==> src/rtl/kcl_pkg.sv <==
// Shared types and constants for the keypad code lock.
`default_nettype none

package kcl_pkg;

  // Field widths fixed by the word formats
  localparam int unsigned KEY_W     = 4;
  localparam int unsigned EVENT_W   = 3;
  localparam int unsigned LENGTH_W  = 5;
  localparam int unsigned CODE_W    = 64;
  localparam int unsigned TICKS_W   = 20;
  localparam int unsigned CFG_IDX_W = 2;

  // Stream word widths; the data fields are padded to whole bytes
  localparam int unsigned IN_DATA_W  = 8;
  localparam int unsigned IN_USER_W  = 1;
  localparam int unsigned OUT_DATA_W = 16;

  // Input word kinds (carried on tuser)
  localparam logic OP_KEY  = 1'b0;
  localparam logic OP_TICK = 1'b1;

  // Keypad codes with a function of their own
  localparam logic [KEY_W-1:0] KEY_A    = 4'd10;
  localparam logic [KEY_W-1:0] KEY_B    = 4'd11;
  localparam logic [KEY_W-1:0] KEY_D    = 4'd13;
  localparam logic [KEY_W-1:0] KEY_STAR = 4'd14;
  localparam logic [KEY_W-1:0] KEY_HASH = 4'd15;

  // Configuration register indexes
  localparam logic [CFG_IDX_W-1:0] CFG_CODE    = 2'd0;
  localparam logic [CFG_IDX_W-1:0] CFG_LENGTH  = 2'd1;
  localparam logic [CFG_IDX_W-1:0] CFG_TIMEOUT = 2'd2;

  // Configuration reset values: code "1234", four symbols, 60000 ticks idle
  localparam logic [CODE_W-1:0]   CODE_RESET    = 64'h4321;
  localparam logic [LENGTH_W-1:0] LENGTH_RESET  = 5'd4;
  localparam logic [TICKS_W-1:0]  TIMEOUT_RESET = 20'd60000;

  localparam logic [TICKS_W-1:0] TICKS_MAX = {TICKS_W{1'b1}};

  typedef enum logic [EVENT_W-1:0] {
    EV_NONE      = 3'd0,
    EV_EDITED    = 3'd1,
    EV_GRANTED   = 3'd2,
    EV_DENIED    = 3'd3,
    EV_CANCELLED = 3'd4,
    EV_RECONNECT = 3'd5,
    EV_SIGNAL    = 3'd6,
    EV_TIMEOUT   = 3'd7
  } kcl_event_t;

endpackage

`default_nettype wire

==> src/rtl/keypad_code_lock.sv <==
// Keypad code lock: entry buffer, code compare and idle timer behind a stream port.
`default_nettype none

// A word accepted at one edge shows its result on out_tvalid after that edge.
// Throughput: one word per cycle; in_tready drops only while a result is held and out_tready low.
// All work for a word is one pass of logic between the input port and the result register.
// Reset (rst_n low, synchronous): empty entry, no overflow, idle timer at zero and armed,
// code "1234" of four symbols, idle timeout 60000 ticks, no result pending.
module keypad_code_lock
  import kcl_pkg::*;
#(
  parameter int unsigned MAX_SYMBOLS = 16
) (
  input  wire logic                  clk,
  input  wire logic                  rst_n,
  // input stream
  input  wire logic                  in_tvalid,
  output logic                       in_tready,
  input  wire logic [IN_DATA_W-1:0]  in_tdata,   // [3:0] key_code, [7:4] zero
  input  wire logic [IN_USER_W-1:0]  in_tuser,   // [0] operation (0 key, 1 tick)
  // result stream
  output logic                       out_tvalid,
  input  wire logic                  out_tready,
  output logic [OUT_DATA_W-1:0]      out_tdata,  // [2:0] event_res, [7:3] entry_length,
                                                 // [8] overflowed, [15:9] zero
  // configuration write port
  input  wire logic                  cfg_we,
  input  wire logic [CFG_IDX_W-1:0]  cfg_addr,
  input  wire logic [CODE_W-1:0]     cfg_wdata
);

  localparam int unsigned CNT_W = $clog2(MAX_SYMBOLS + 1);
  localparam int unsigned IDX_W = (MAX_SYMBOLS > 1) ? $clog2(MAX_SYMBOLS) : 1;
  localparam logic [CNT_W-1:0] CNT_FULL = CNT_W'(MAX_SYMBOLS);

  // Configuration registers
  logic [CODE_W-1:0]   code_symbols_r;
  logic [LENGTH_W-1:0] code_length_r;
  logic [TICKS_W-1:0]  idle_timeout_r;

  // Lock state
  logic [KEY_W-1:0]    entry_buf_r [MAX_SYMBOLS];
  logic [CNT_W-1:0]    entry_count_r,   entry_count_nxt;
  logic                entry_ovf_r,     entry_ovf_nxt;
  logic [TICKS_W-1:0]  idle_ticks_r,    idle_ticks_nxt;
  logic                timeout_fired_r, timeout_fired_nxt;

  // Result register
  logic                out_valid_r;
  logic [OUT_DATA_W-1:0] out_data_r;

  logic                in_accept;
  logic                op;
  logic [KEY_W-1:0]    key;
  kcl_event_t          ev;
  logic                buf_we;
  logic [TICKS_W-1:0]  ticks_inc;
  logic [MAX_SYMBOLS-1:0] sym_ok;
  logic                entry_match;

  // The result register parts the two sides: take a word whenever the slot is free
  // or is being emptied in this cycle.
  assign in_tready = !out_valid_r || out_tready;
  assign in_accept = in_tvalid && in_tready;
  assign op        = in_tuser[0];
  assign key       = in_tdata[KEY_W-1:0];

  // Symbol-wise compare: positions at or beyond the entry count always pass, so the
  // length check alone decides them.
  always_comb begin
    for (int i = 0; i < MAX_SYMBOLS; i++) begin
      sym_ok[i] = (CNT_W'(i) >= entry_count_r) ||
                  (entry_buf_r[i] == code_symbols_r[KEY_W*i +: KEY_W]);
    end
  end

  // A stored length beyond the buffer cannot equal the count, so it never matches.
  assign entry_match = !entry_ovf_r && (LENGTH_W'(entry_count_r) == code_length_r) && (&sym_ok);

  // Saturating idle counter increment
  assign ticks_inc = (idle_ticks_r == TICKS_MAX) ? idle_ticks_r : idle_ticks_r + 1'b1;

  always_comb begin
    entry_count_nxt   = entry_count_r;
    entry_ovf_nxt     = entry_ovf_r;
    idle_ticks_nxt    = idle_ticks_r;
    timeout_fired_nxt = timeout_fired_r;
    buf_we            = 1'b0;
    ev                = EV_NONE;

    if (op == OP_TICK) begin
      idle_ticks_nxt = ticks_inc;
      // fire once per idle period, then stay quiet until a key rearms
      if (!timeout_fired_r && (ticks_inc >= idle_timeout_r)) begin
        entry_count_nxt   = '0;
        entry_ovf_nxt     = 1'b0;
        timeout_fired_nxt = 1'b1;
        ev                = EV_TIMEOUT;
      end
    end else if (key == KEY_D) begin
      // cancel clears the entry but leaves the idle timer running
      entry_count_nxt = '0;
      entry_ovf_nxt   = 1'b0;
      ev              = EV_CANCELLED;
    end else begin
      case (key)
        KEY_HASH: begin
          ev              = entry_match ? EV_GRANTED : EV_DENIED;
          entry_count_nxt = '0;
          entry_ovf_nxt   = 1'b0;
        end
        KEY_STAR: begin
          // delete the last stored symbol; the overflow mark stays
          if (entry_count_r != '0) begin
            entry_count_nxt = entry_count_r - 1'b1;
            ev              = EV_EDITED;
          end
        end
        KEY_A: ev = EV_RECONNECT;
        KEY_B: ev = EV_SIGNAL;
        default: begin
          // digits and C: append, or drop and mark overflow when full
          if (entry_count_r < CNT_FULL) begin
            buf_we          = 1'b1;
            entry_count_nxt = entry_count_r + 1'b1;
          end else begin
            entry_ovf_nxt = 1'b1;
          end
          ev = EV_EDITED;
        end
      endcase
      // any key but cancel restarts and rearms the idle timer
      idle_ticks_nxt    = '0;
      timeout_fired_nxt = 1'b0;
    end
  end

  // Configuration registers
  always_ff @(posedge clk) begin
    if (!rst_n) begin
      code_symbols_r <= CODE_RESET;
      code_length_r  <= LENGTH_RESET;
      idle_timeout_r <= TIMEOUT_RESET;
    end else if (cfg_we) begin
      case (cfg_addr)
        CFG_CODE:    code_symbols_r <= cfg_wdata;
        CFG_LENGTH:  code_length_r  <= cfg_wdata[LENGTH_W-1:0];
        CFG_TIMEOUT: idle_timeout_r <= cfg_wdata[TICKS_W-1:0];
        default: ;
      endcase
    end
  end

  // Lock state and result valid
  always_ff @(posedge clk) begin
    if (!rst_n) begin
      entry_count_r   <= '0;
      entry_ovf_r     <= 1'b0;
      idle_ticks_r    <= '0;
      timeout_fired_r <= 1'b0;
      out_valid_r     <= 1'b0;
    end else begin
      if (in_accept) begin
        entry_count_r   <= entry_count_nxt;
        entry_ovf_r     <= entry_ovf_nxt;
        idle_ticks_r    <= idle_ticks_nxt;
        timeout_fired_r <= timeout_fired_nxt;
        out_valid_r     <= 1'b1;
      end else if (out_tready) begin
        out_valid_r <= 1'b0;
      end
    end
  end

  // Entry symbols and result payload: no reset needed
  always_ff @(posedge clk) begin
    if (in_accept && buf_we) begin
      entry_buf_r[entry_count_r[IDX_W-1:0]] <= key;
    end
    if (in_accept) begin
      out_data_r <= {{(OUT_DATA_W - EVENT_W - LENGTH_W - 1){1'b0}},
                     entry_ovf_nxt, LENGTH_W'(entry_count_nxt), ev};
    end
  end

  assign out_tvalid = out_valid_r;
  assign out_tdata  = out_data_r;

  // The entry never holds more symbols than the buffer has places.
  a_count_bound: assert property (@(posedge clk) disable iff (!rst_n)
    entry_count_r <= CNT_FULL)
    else $error("entry count beyond buffer depth");

  // Once the timeout has fired the entry stays empty until a key rearms it.
  a_fired_empty: assert property (@(posedge clk) disable iff (!rst_n)
    timeout_fired_r |-> (entry_count_r == '0) && !entry_ovf_r)
    else $error("entry not empty while timeout fired");

  // Compare, cancel and timeout results always report a cleared entry.
  a_clear_result: assert property (@(posedge clk) disable iff (!rst_n)
    (out_valid_r && (out_data_r[EVENT_W-1:0] == EV_GRANTED ||
                     out_data_r[EVENT_W-1:0] == EV_DENIED ||
                     out_data_r[EVENT_W-1:0] == EV_CANCELLED ||
                     out_data_r[EVENT_W-1:0] == EV_TIMEOUT))
    |-> (out_data_r[OUT_DATA_W-1:EVENT_W] == '0))
    else $error("clearing event with non-empty entry");

  // An accepted key other than cancel restarts and rearms the idle timer.
  a_key_rearm: assert property (@(posedge clk) disable iff (!rst_n)
    (in_accept && op == OP_KEY && key != KEY_D)
    |=> (idle_ticks_r == '0) && !timeout_fired_r)
    else $error("idle timer not restarted by key");

  // A result is loaded at the edge after every accepted word.
  a_result_follows: assert property (@(posedge clk) disable iff (!rst_n)
    in_accept |=> out_valid_r)
    else $error("accepted word produced no result");

endmodule

`default_nettype wire

==> config.mk <==
export PLATFORM = sky130hd
export DESIGN_NAME = keypad_code_lock
export DESIGN_NICKNAME = d
export VERILOG_FILES = /design/src/rtl/kcl_pkg.sv /design/src/rtl/keypad_code_lock.sv
export SDC_FILE = /design/constraint.sdc
export NUM_CORES = 1
export LEC_CHECK = 0
export ABC_AREA = 1
export BUFFER_PORTS_ARGS = -buffer_cell sky130_fd_sc_hd__buf_2
export CORE_UTILIZATION = 55
export CTS_CLUSTER_DIAMETER = 40
export DETAILED_ROUTE_END_ITERATION = 10
export PLACE_DENSITY = 0.86
export SLEW_MARGIN = 20
export SYNTH_ARGS = -nofsm -noshare
export SYNTH_HDL_FRONTEND = slang
export SYNTH_SLANG_ARGS = --single-unit
==> constraint.sdc <==
create_clock -name clk -period 3.6 [get_ports clk]
set_input_delay 0.36 -clock clk [delete_from_list [all_inputs] [get_ports clk]]
set_output_delay 0.36 -clock clk [all_outputs]
set_load 0.02 [all_outputs]
# Word-level counts from Yosys, hierarchy flattened
# Memory sizes are Yosys's and may differ from the RTL's.
# Cells that the tools add are included.
[op_classes]
n_addsub = 3
mul = 0
div_mod_pow = 0
order_cmp = 18
n_eq_ne = 27
shift = 0
mux = 31
n_bitwise = 0
n_reduce_logical = 37
[ops]
columns = ["cell", "count"]
rows = [
  ["$eq A4 B4 Y1", 16],
  ["$mux W20", 3],
  ["$ge A4 B5 Y1 const A", 8],
  ["$mux W5", 5],
  ["$add A20 B1 Y20 const B", 1],
  ["$eq A20 B20 Y1 const B", 1],
  ["$eq A4 B4 Y1 const B", 5],
  ["$ge A20 B20 Y1", 1],
  ["$ge A3 B5 Y1 const A", 4],
  ["$logic_or A1 B1 Y1", 17],
  ["$mux W1", 17],
  ["$reduce_and A16 Y1", 1],
  ["$pmux W5 S3", 1],
  ["$pmux W3 S4", 1],
  ["$ge A1 B5 Y1 const A", 2],
  ["$ge A2 B5 Y1 const A", 2],
  ["$mux W3", 3],
  ["$reduce_and A2 Y1", 4],
  ["$add A5 B1 Y5 const B", 1],
  ["$eq A5 B5 Y1", 1],
  ["$logic_and A1 B1 Y1", 5],
  ["$lt A5 B5 Y1 const B", 1],
  ["$reduce_bool A5 Y1", 1],
  ["$sub A5 B1 Y5 const B", 1],
  ["12 further kinds", 14],
]
[word_totals]
regBits = 126
latchBits = 0
mem_bits_rw = 64
mem_bits_ro = 0
in_bits = 80
out_inout_bits = 18
wordCells = 126
n_memories = 1
[mem_list]
columns = ["name", "words", "word_bits", "read_ports", "rd_clocked_by_memory_dff", "wr", "line", "source"]
rows = [
  ["entry_buf_r", 16, 4, 16, 0, 1, "keypad_code_lock.sv:42", "logic [KEY_W-1:0] entry_buf_r [MAX_SYMBOLS];"],
]

# Logic depth before layout (Yosys ltp)
# Gate-level depths: netlist (run 1).
# An unclocked memory read counts as a cell.
[depth]
word_depth = 9
mapped_depth = 22
mapped_depth_nobuf = 21

# Least setup slack after synthesis (run 1)
# Ideal clock, no wire load.
[synth_path]
kind = "register to register"
start = "reg idle_ticks_r[0]"
end = "reg out_data_r[8] (netlist: out_tdata[8]), data pin"
setup_ns = 0.260
t_arrival_ns = 2.405
slack_ns = 0.935
stages_incl_launch_ff = 18
cell_sequence = "dfxtp_1 ha_1 nand3_2 nor2_4 nand2_1 nor2_1 xor2_1 nand2_2 ha_1 nand2_1 nor2_1 nand2_1 nor2_1 nand2_1 nand4_1 nand2_1 nand3_1 nand2_1"
[synth_via]
elab_chain_cells = 6
[synth_rtl]
columns = ["item", "line", "source"]
rows = [
  ["start, declared", "keypad_code_lock.sv:45", "logic [TICKS_W-1:0] idle_ticks_r, idle_ticks_nxt;"],
  ["start signal, assigned", "keypad_code_lock.sv:166", "idle_ticks_r <= idle_ticks_nxt;"],
  ["$add A20 B1 Y20 / $eq A20 B20 Y1 (equally long branches)", "keypad_code_lock.sv:81", "assign ticks_inc = (idle_ticks_r == TICKS_MAX) ? idle_ticks_r : idle_ticks_r + 1'b1;"],
  ["$mux W20 *", "keypad_code_lock.sv:81", ""],
  ["$ge A20 B20 Y1 *", "keypad_code_lock.sv:94", "if (!timeout_fired_r && (ticks_inc >= idle_timeout_r)) begin"],
  ["$logic_and A1 B1 Y1 *", "keypad_code_lock.sv:94", ""],
  ["$mux W1 *", "keypad_code_lock.sv:94", ""],
  ["$mux W1 *", "keypad_code_lock.sv:91", "if (op == OP_TICK) begin"],
  ["via entry_ovf_nxt", "keypad_code_lock.sv:44", "logic entry_ovf_r, entry_ovf_nxt;"],
  ["end signal, assigned", "keypad_code_lock.sv:181", "out_data_r <= {{(OUT_DATA_W - EVENT_W - LENGTH_W - 1){1'b0}},"],
  ["end, declared", "keypad_code_lock.sv:50", "logic [OUT_DATA_W-1:0] out_data_r;"],
]
# The timed path passes the listed nets; every way through them passes the cells marked *.
# A chain may end at the register's enable or synchronous reset.

# Final worst setup path (run 1)
[layout_path]
start = "reg idle_ticks_r[0]"
end = "reg out_data_r[0] (netlist: out_tdata[0]), data pin"
[layout_via]
elab_chain_cells = 6
[layout_rtl]
columns = ["item", "line", "source"]
rows = [
  ["$add A20 B1 Y20 / $eq A20 B20 Y1 (equally long branches)", "keypad_code_lock.sv:81", ""],
  ["$mux W20 *", "keypad_code_lock.sv:81", ""],
  ["$ge A20 B20 Y1 *", "keypad_code_lock.sv:94", ""],
  ["$logic_and A1 B1 Y1 *", "keypad_code_lock.sv:94", ""],
  ["$mux W3 *", "keypad_code_lock.sv:94", ""],
  ["$mux W3 *", "keypad_code_lock.sv:91", ""],
  ["via ev[0]", "keypad_code_lock.sv:55", "kcl_event_t ev;"],
]
# Marks and branches as above.

==> qor.yml, run 1 <==
run_status:
  status: "completed"
detailed_routing:
  vias: 8235
  drtPass1Iterations: 6
  ant_nets: 0
  drt-total-wl_mm: 22.8
  wl_per_cell_um: 14.8
  dr.first_iter.drc_count: 692
  viasPerCell: 5.36
  drcViolationCount: 0
yosys:
  synth_simple_gate_area_share_pct: 26.0
  synthMuxAreaShare_pct: 0
  synth_xor_area_share_pct: 3.84
  synth_compound_area_share_pct: 10.9
  synth_cell_type_count: 43
  syn_inst: 1228
  synthAdderAreaFrac_pct: 3.53
  synth_seq_cells: 190
  ys_seq_area_share_pct: 47.3
  synth_top_family_by_area: "simple AND/OR/NAND/NOR gates"
  yosysWarningCount: 0
  syn_area_um2: 9580
  synth_area_per_cell_um2: 7.80
cts:
  numCtsBuffers: 17
  clk_path_buf_depth: 2
  cts_root_buf: "clkbuf_16"
  clock-sinks: 190
  htreeDepth: 4
  path_clk_slew_ns: 0.07
  cts_tree: "built"
  clk_latency_ns: 0.44
  holdBufCountCts: 0
floorplan:
  die_w_um: 134
  die_y_um: 134
  top_level_ports: 98
  start_util_pct: 57.0
  rows: 47
  core-area_um2: 16800
  dieArea_um2: 18000
placement:
  port_buffers: 86
  hpwl_mm: 15.3
  dpl.cell_count: 1504
  place_congestion: 0.936
power:
  total_power_w: 0.00475
  vdd_drop_max_uv: 408
  powerDensity_nw_per_um2: 441
  p_leak_nw: 4.95
global_routing:
  grt_max_degree: 67
  grt_pass1_wl_mm: 37.1
  track_usage_pct: 26.5
  antenna_found_initial: 0
  gr-total-overflow: 0
  grt_pass1_vias: 7817
finish:
  area_growth_pct: 12.3
  fin_util_pct: 64.0
  n_antenna_cell: 0
  instances_no_fill: 1536
  fin_nets: 1410
  drive_above_1_share_pct: 14.0
worst_setup_path:
  timing.critical_path.arrival_ns: 3.45
  path_max_fanout: 18
  worstPathCellList: "ha_2, nand3_2, inv_1, nand2_2, nor2_4, nand2_4, o21ai_1, inv_1, ha_1, a21oi_1, o21ai_0, nand2_1, nand4_1, nand3_1, nand2_1, inv_1, a21oi_1"
  worstPathRequired_ns: 3.79
  worstSetupStartpointType: "flip-flop"
  cp_slowest_cell: "dfxtp_1"
  slowest_delay_ns: 0.44
  path_class: "reg -> reg"
  cpMostUsedCell: "inv_1"
  critPathBufInv: 3
  critical_path.endpoint_type: "flip-flop"
  critical-path-top-delay-family: "simple AND/OR/NAND/NOR gates"
timing:
  rsz0062_at_grt: "no"
  finalHoldViolCount: 0
  post-route-period-util_pct: 90.7
  tns_ns: 0
  max_freq_ghz: 0.306
  max_slew_margin_pct: 30.7
  drv_slew: 0
  tightest_slew_ns: 1.04
  fin_skew_ns: 0.00686
  fin_crit_ns: 3.26
  setup_violations: 0
hold_path:
  worstHoldPathType: "in -> reg"
job:
  max_cap_viol_count: 0
==> Yosys cell counts, drive strengths merged <==
master	number	area [um^2]
dfxtp	117	2340
a21o	1	7.51
xor2	23	201
o21ai	98	490
buf	20	144
or2	1	6.26
nor2	220	861
nand4	9	62.6
nor4	2	33.8
o211ai	12	90.1
clkinv	4	15.0
a22oi	1	7.51
edfxtp	73	2190
xnor2	19	166
o22ai	1	6.26
inv	145	544
conb	1	3.75
clkbuf	27	101
nand3b	2	15.0
nor3	16	118
nand2	288	1170
a211oi	1	7.51
o221ai	2	17.5
ha	27	338
o31ai	1	7.51
a21oi	75	413
nand3	42	220
==> tightest hold or removal path: stages <==
cell	delay [ns]
buf_2	0.07
nor2_1	0.03
nor2_1	0.08
==> registers in the layout, summed over array words and instances (netlist names) <==
signal           count
idle_timeout_r      20
entry_buf_r         64
timeout_fired_r      1
entry_ovf_r          1
entry_count_r        5
code_length_r        5
idle_ticks_r        20
out_tvalid           1
code_symbols_r      64
out_tdata            9
==> where the power goes <==
part	leakage (nW)	switching, W	internal [W]	total (W)
clock network	0.298	0.000871	0.00105	0.00192
logic	3.03	0.000311	0.000161	0.000472
registers	1.62	0.0000543	0.00230	0.00236
==> routing by layer <==
| metal | up-vias | part of all wire (%) | GRT usage (%) |
|---|---|---|---|
| met5 | - | 0 | 0 |
| met4 | 0 | 2.4 | 9.66 |
| met3 | 52 | 7.2 | 5.86 |
| met2 | 315 | 48 | 44.9 |
| met1 | 3809 | 42 | 33.2 |
| li1 | 4059 | - | - |
==> cells by family (layout without fill, tap and decap cells) <==
group / Yosys count / count (layout)
other: 1 / 7
XOR/XNOR: 42 / 42
buffers and inverters: 196 / 278
AO/OA/AOI/OAI: 192 / 192
AND/OR/NAND/NOR: 580 / 580
adder cells (fa/ha/maj): 27 / 27
flip-flops: 190 / 190
==> layout make-up <==
class	instances	area (um^2)
inverters	149	559
clock buffers	17	425
flip-flops and latches	190	4530
multi-input cells	848	4280
clock inverters	15	175
repair buffers	97	513
well taps	220	275
fillers	1401	6060
==> layout by cell type, fill, tap and decap left out, drive strengths merged, types with 7 or more instances in the layout <==
cell    netlist  final
a21oi        75     75
buf          20     97
clkbuf       27     17
clkinv        4      9
conb          1      7
dfxtp       117    117
edfxtp       73     73
ha           27     27
inv         145    153
nand2       288    288
nand3        42     42
nand4         9      9
nor2        220    220
nor3         16     16
o211ai       12     12
o21ai        98     98
xnor2        19     19
xor2         23     23
==> stage by stage <==
stage                     instance area (um^2)  worst slack, ns  hold slack, ns
final                                    10800            0.335           0.141
after global routing                     10800           0.0390           0.139
after CTS                                10800            0.250           0.135
after detailed placement                 10200            0.383           0.457
after global placement                   10200            0.474           0.453
after floorplan                           9610            0.935           0.435
==> path summary, 6_finish.rpt <==
kind,startpoint,end,slack (ns),depth (start not counted)
setup reg to reg,idle_ticks_r[0],out_tdata[0],0.34,17
setup / recovery,idle_ticks_r[0],out_tdata[0],0.34,17
hold / removal,cfg_wdata[61],code_symbols_r[61],0.14,3
hold reg to reg,idle_timeout_r[2],idle_timeout_r[2],0.47,2
==> what timing repair did <==
item | CTS | global route
resized for setup | 0 | 4
buffers inserted | 0 | 0
setup endpoints to repair | 0 | 13
(Power assumes the default switching activity.)
==> run 2: changes to the inputs <==
--- a/config.mk
+++ b/config.mk
@@ -7,10 +7,10 @@
 export LEC_CHECK = 0
 export ABC_AREA = 1
 export BUFFER_PORTS_ARGS = -buffer_cell sky130_fd_sc_hd__buf_2
-export CORE_UTILIZATION = 55
+export CORE_UTILIZATION = 59
 export CTS_CLUSTER_DIAMETER = 40
 export DETAILED_ROUTE_END_ITERATION = 10
-export PLACE_DENSITY = 0.86
+export PLACE_DENSITY = 0.91
 export SLEW_MARGIN = 20
 export SYNTH_ARGS = -nofsm -noshare
 export SYNTH_HDL_FRONTEND = slang
==> run 2 against run 1 <==
Sequential share of layout area increased by 0.28 points. Worst setup slack improved by 0.011 ns. Critical path depth rose by 1. Maximum frequency increased by 0.35%.
==> qor.yml, run 2 (synthesized netlist as in run 1, its figures left out) <==
run_status:
  status: "completed"  # unchanged
placement:
  place_congestion: 0.938  # was 0.936
  port_buffers: 86  # unchanged
  hpwl_mm: 15.3  # about the same
  post_dp_cell_area_um2: 10100  # was 10200 um^2
global_routing:
  grt_pass1_wl_mm: 36.8  # was 37.1 mm
  gr-total-overflow: 0  # unchanged
  antenna_found_initial: 0  # unchanged
  grt_max_degree: 89  # was 67
  grt_pass1_vias: 7835  # was 7817
  track_usage_pct: 28.5  # was 26.5%
timing:
  post-route-period-util_pct: 90.4  # was 90.7%
  tightest_slew_ns: 0.760  # was 1.04 ns
  max_freq_ghz: 0.307  # was 0.306 GHz
  fin_crit_ns: 3.25  # was 3.26 ns
  rsz0062_at_grt: "no"  # unchanged
  finalHoldViolCount: 0  # unchanged
  max_slew_margin_pct: 49.0  # was 30.7%
  setup_violations: 0  # unchanged
  drv_slew: 0  # unchanged
  tns_ns: 0  # unchanged
  fin_skew_ns: 0.0130  # was 0.00686 ns
floorplan:
  core-area_um2: 15900  # was 16800 um^2
  die_y_um: 129  # was 134 um
  rows: 46  # was 47
  die_w_um: 129  # was 134 um
  top_level_ports: 98  # unchanged
  start_util_pct: 60.3  # was 57.0%
  dieArea_um2: 16800  # was 18000 um^2
power:
  vdd_drop_max_uv: 409  # was 408 uV
  p_leak_nw: 4.90  # was 4.95 nW
  total_power_w: 0.00464  # was 0.00475 W
  powerDensity_nw_per_um2: 434  # was 441 nW/um^2
job:
  max_cap_viol_count: 0  # unchanged
cts:
  clock-sinks: 190  # unchanged
  clk_path_buf_depth: 2  # unchanged
  htreeDepth: 4  # unchanged
  clk_latency_ns: 0.44  # about the same
  cts_root_buf: "clkbuf_16"  # unchanged
  path_clk_slew_ns: 0.08  # was 0.07 ns
  holdBufCountCts: 0  # unchanged
  cts_tree: "built"  # unchanged
  numCtsBuffers: 17  # unchanged
detailed_routing:
  viasPerCell: 5.42  # was 5.36
  dr.first_iter.drc_count: 752  # was 692
  drtPass1Iterations: 6  # unchanged
  drcViolationCount: 0  # unchanged
  vias: 8282  # was 8235
  drt-total-wl_mm: 22.6  # was 22.8 mm
  wl_per_cell_um: 14.8  # about the same
  ant_nets: 0  # unchanged
worst_setup_path:
  slowest_delay_ns: 0.46  # was 0.44 ns
  worstPathCellList: "ha_2, nand3_2, inv_1, nand2_2, nor2_4, nand2_4, o21ai_1, inv_1, ha_1, nand2_1, nor2_1, nand2_1, nor2_1, nand2_1, nand4_1, nand2_1, nand3_1, nand2_1"  # was ha_2, nand3_2, inv_1, nand2_2, nor2_4, nand2_4, o21ai_1, inv_1, ha_1, a21oi_1, o21ai_0, nand2_1, nand4_1, nand3_1, nand2_1, inv_1, a21oi_1
  path_max_fanout: 18  # unchanged
  cpMostUsedCell: "nand2_1"  # was inv_1
  path_class: "reg -> reg"  # unchanged
  critical_path.endpoint_type: "flip-flop"  # unchanged
  worstSetupStartpointType: "flip-flop"  # unchanged
  critPathBufInv: 2  # was 3
  critical-path-top-delay-family: "simple AND/OR/NAND/NOR gates"  # unchanged
  timing.critical_path.arrival_ns: 3.43  # was 3.45 ns
  worstPathRequired_ns: 3.77  # was 3.79 ns
  cp_slowest_cell: "dfxtp_1"  # unchanged
hold_path:
  worstHoldPathType: "in -> reg"  # unchanged
finish:
  final_common_cell: "nand2_1"  # unchanged
  regArea_um2: 4530  # unchanged
  final_area_um2: 10700  # was 10800 um^2
  multi_input_area_um2: 4280  # about the same
  final_cell_mix: "nand2_1, nor2_1, inv_1, dfxtp_1, o21ai_0"  # unchanged
  drive_above_1_share_pct: 13.6  # was 14.0%
  n_antenna_cell: 0  # unchanged
  area_growth_pct: 11.6  # was 12.3%
  fin_util_pct: 67.3  # was 64.0%
  fill_cells: 1232  # was 1401
  fin_nets: 1406  # was 1410
## run 2: cell count changes in the layout (fill, tap and decap cells not counted), moves of 2 or more
cell | previous run | this run
bufinv_16 | 2 | 0
buf_4 | 11 | 6
clkbuf_8 | 0 | 2
clkinv_4 | 4 | 2
clkinvlp_4 | 0 | 2
## run 2: final cells by class
| type | instances | area share, % |
|---|---|---|
| Timing Repair Buffer | 93 | 4.63 |
| Multi-Input combinational cell | 848 | 40.0 |
| Inverter | 149 | 5.23 |
| Clock buffer | 20 | 4.27 |
| Sequential cell | 190 | 42.4 |
| Clock inverter | 12 | 0.948 |
| Tap cell | 216 | 2.53 |
## run 2: where the power goes
group          switching [W]  internal [W]  total (W)  leakage, nW
combinational       0.000309      0.000160   0.000469         3.01
sequential         0.0000569       0.00230    0.00236         1.62
clock               0.000866      0.000940    0.00181        0.271
## run 2: path summary, 6_finish.rpt
check               startpoint  slack [ns]                  to  cells after the start
min              cfg_wdata[48]        0.14  code_symbols_r[48]                      3
min reg2reg  idle_timeout_r[1]        0.46   idle_timeout_r[1]                      2
max reg2reg    idle_ticks_r[0]        0.35        out_tdata[7]                     18
max            idle_ticks_r[0]        0.35        out_tdata[7]                     18
## run 2: stage by stage
step	hold WS, ns	setup slack [ns]	cells
global route	0.141	0.0188	1528
floorplan	0.435	0.935	1234
global placement	0.449	0.476	1496
finish	0.138	0.347	1528
detailed placement	0.456	0.402	1496
CTS	0.135	0.370	1528
## run 2: worst register-to-register path, cell delays in order (launching register included)
cell     delay, ns
dfxtp_1       0.46
ha_2          0.27
nand3_2       0.14
inv_1         0.12
nand2_2       0.09
nor2_4        0.16
nand2_4       0.22
o21ai_1       0.19
inv_1         0.09
ha_1          0.30
nand2_1       0.05
nor2_1        0.10
nand2_1       0.06
nor2_1        0.08
nand2_1       0.06
nand4_1       0.16
nand2_1       0.22
nand3_1       0.15
nand2_1       0.09
## run 2: routing by layer
metal	wire length, um	vias to the layer above	track usage, %
li1	-	4052	-
met1	9250	3781	35.3
met2	10800	375	48.2
met3	1690	74	5.33
met4	785	0	13.6
met5	0	-	0
## run 2: timing repair
item,CTS,global route
endpoints found under the hold margin,0,0
buffers inserted,0,0
gates resized for setup,0,1
endpoints found under the setup margin,0,4
==> run 3: changes to the inputs <==
--- a/config.mk
+++ b/config.mk
@@ -7,10 +7,10 @@
 export LEC_CHECK = 0
 export ABC_AREA = 1
 export BUFFER_PORTS_ARGS = -buffer_cell sky130_fd_sc_hd__buf_2
-export CORE_UTILIZATION = 59
+export CORE_UTILIZATION = 60
 export CTS_CLUSTER_DIAMETER = 40
 export DETAILED_ROUTE_END_ITERATION = 10
-export PLACE_DENSITY = 0.91
+export PLACE_DENSITY = 0.92
 export SLEW_MARGIN = 20
 export SYNTH_ARGS = -nofsm -noshare
 export SYNTH_HDL_FRONTEND = slang
==> constraint.sdc (replaced) <==
create_clock -name clk -period 4.2 [get_ports clk]
set_input_delay 0.42 -clock clk [delete_from_list [all_inputs] [get_ports clk]]
set_output_delay 0.42 -clock clk [all_outputs]
set_load 0.02 [all_outputs]
==> run 3 against run 2 <==
Non-clock buffer count down 1. Register-to-register slack improved by 0.36 ns. Die area decreased by 1.6%. Critical path type unchanged.
==> qor.yml, run 3 (synthesized netlist as in run 1, its figures left out) <==
cts:
  numCtsBuffers: 17  # unchanged
  clk_latency_ns: 0.45  # was 0.44 ns
  clk_path_buf_depth: 2  # unchanged
  holdBufCountCts: 0  # unchanged
  clock-sinks: 190  # unchanged
  path_clk_slew_ns: 0.08  # about the same
  post_cts_buffers: 0  # unchanged
  cts_tree: "built"  # unchanged
  htreeDepth: 4  # unchanged
  cts_root_buf: "clkbuf_16"  # unchanged
  cts-resized-gates: 0  # unchanged
power:
  p_leak_nw: 4.93  # was 4.90 nW
  powerDensity_nw_per_um2: 382  # was 434 nW/um^2
  swShare_pct: 27.4  # was 26.6%
  pwr-share-clk_pct: 40.9  # was 39.0%
  pwr-share-comb_pct: 9.9  # was 10.1%
  internal_power_w: 0.00297  # was 0.00340 W
  power_switching_w: 0.00113  # was 0.00123 W
  p_seq_share_pct: 49.2  # was 50.9%
  total_power_w: 0.00410  # was 0.00464 W
  vdd_drop_max_uv: 328  # was 409 uV
worst_setup_path:
  slowest_delay_ns: 0.45  # was 0.46 ns
  path_class: "reg -> reg"  # unchanged
  worstPathRequired_ns: 4.40  # was 3.77 ns
  critical-path-top-delay-family: "simple AND/OR/NAND/NOR gates"  # unchanged
  path_max_fanout: 7  # was 18
  worstPathCellList: "ha_1, nand3_2, nor2_4, nand4_1, nor2_2, inv_1, nor2_1, a21oi_1, ha_1, nand2_1, nor2_1, nand2_1, nor2_1, nand2_1, nand4_1, nand2_1, nand3_1, nand2_1"  # was ha_2, nand3_2, inv_1, nand2_2, nor2_4, nand2_4, o21ai_1, inv_1, ha_1, nand2_1, nor2_1, nand2_1, nor2_1, nand2_1, nand4_1, nand2_1, nand3_1, nand2_1
  critical_path.endpoint_type: "flip-flop"  # unchanged
  critPathBufInv: 1  # was 2
  timing.critical_path.arrival_ns: 3.69  # was 3.43 ns
  cp_slowest_cell: "dfxtp_1"  # unchanged
  worstSetupStartpointType: "flip-flop"  # unchanged
  cpMostUsedCell: "nand2_1"  # unchanged
timing:
  post-route-period-util_pct: 83.1  # was 90.4%
  setup_violations: 0  # unchanged
  max_slew_margin_pct: 32.8  # was 49.0%
  setup_ws_ns: 0.710  # was 0.347 ns
  finalHoldViolCount: 0  # unchanged
  fin_crit_ns: 3.49  # was 3.25 ns
  max_freq_ghz: 0.287  # was 0.307 GHz
  tightest_slew_ns: 1.01  # was 0.760 ns
  fin_skew_ns: 0.00910  # was 0.0130 ns
  drv_slew: 0  # unchanged
  tns_ns: 0  # unchanged
  rsz0062_at_grt: "no"  # unchanged
  hold_slack_ns: 0.186  # was 0.138 ns
detailed_routing:
  ant_nets: 0  # unchanged
  highest_layer: "met4"  # unchanged
  wl_per_cell_um: 15.2  # was 14.8 um
  drcViolationCount: 0  # unchanged
  viasPerCell: 5.45  # was 5.42
  dr.first_iter.drc_count: 911  # was 752
  vias: 8296  # was 8282
  wl_met2_mm: 11.5  # was 10.8 mm
  wl_met3_mm: 1.52  # was 1.69 mm
  drtPass1Iterations: 6  # unchanged
  met1_length_mm: 9.42  # was 9.25 mm
  drt-total-wl_mm: 23.1  # was 22.6 mm
global_routing:
  grt_pass1_vias: 8193  # was 7835
  grt_max_degree: 89  # unchanged
  grt_pass1_wl_mm: 38.1  # was 36.8 mm
  gr-total-overflow: 0  # unchanged
  antenna_found_initial: 0  # unchanged
  track_usage_pct: 29.9  # was 28.5%
placement:
  pre_cts_slack_ns: 0.945  # was 0.402 ns
  post_dp_cell_area_um2: 10100  # about the same
  place_congestion: 0.926  # was 0.938
  hpwl_mm: 15.6  # was 15.3 mm
  port_buffers: 86  # unchanged
job:
  max_cap_viol_count: 0  # unchanged
floorplan:
  start_util_pct: 62.3  # was 60.3%
  core-area_um2: 15400  # was 15900 um^2
  die_w_um: 128  # was 129 um
  dieArea_um2: 16500  # was 16800 um^2
  rows: 45  # was 46
  die_y_um: 128  # was 129 um
  top_level_ports: 98  # unchanged
finish:
  drive_above_1_share_pct: 13.6  # about the same
  fin_nets: 1405  # was 1406
  final_common_cell: "nand2_1"  # unchanged
  final_area_um2: 10700  # about the same
  final_cell_mix: "nand2_1, nor2_1, inv_1, dfxtp_1, o21ai_0"  # unchanged
  n_antenna_cell: 0  # unchanged
  area_growth_pct: 12.0  # was 11.6%
hold_path:
  worstHoldPathType: "in -> reg"  # unchanged
run_status:
  status: "completed"  # unchanged
[run 3: cell count changes in the layout (fill, tap and decap cells not counted), sizes merged]
cell	previous run	this run
buf	93	92
bufinv	0	1
clkbuf	20	18
clkinv	7	8
clkinvlp	2	0
inv	152	154
[run 3: worst register-to-register path, delay by kind of cell, from the launching register on]
kind,cells,cell delay [ns]
buffers and inverters,1,0.07
adders and majority gates,2,0.58
and+or+nand+nor,14,2.07
DFF,1,0.45
AOI/OAI and AO/OA,1,0.07
[run 3: metal layers]
metal	vias up	global-route usage [%]
met5	-	0
met4	0	14.4
met3	58	5.45
met2	334	51.9
met1	3853	35.9
li1	4051	-
[run 3: power groups by stage]
stage	Clock (W)	Combinational [W]	Sequential, W
after floorplan	0	0.000265	0.00205
after global routing	0.00174	0.000453	0.00202
final	0.00168	0.000405	0.00202
after CTS	0.00167	0.000399	0.00202
after global placement	0	0.000380	0.00206
after detailed placement	0	0.000393	0.00206
[run 3: final timing paths]
path	slack, ns	to	startpoint	cells past startpoint
min	0.19	code_symbols_r[63]	cfg_wdata[63]	3
min reg2reg	0.47	idle_timeout_r[3]	idle_timeout_r[3]	2
max	0.71	out_tdata[5]	idle_ticks_r[0]	18
max reg2reg	0.71	out_tdata[5]	idle_ticks_r[0]	18
[run 3: cell type report]
class / count / area [um^2]
Clock inverter: 14 / 191
Clock buffer: 18 / 429
Multi-Input combinational cell: 848 / 4280
Fill cell: 1150 / 4640
Timing Repair Buffer: 92 / 475
Tap cell: 211 / 264
Inverter: 149 / 559
Sequential cell: 190 / 4530
[run 3: per-stage QoR]
| stage | util [%] | std cells |
|---|---|---|
| floorplan | - | 1234 |
| global route | 69.8 | 1522 |
| global placement | 65.8 | 1490 |
| finish | 69.8 | 1522 |
| CTS | 69.8 | 1522 |
| detailed placement | 65.8 | 1490 |
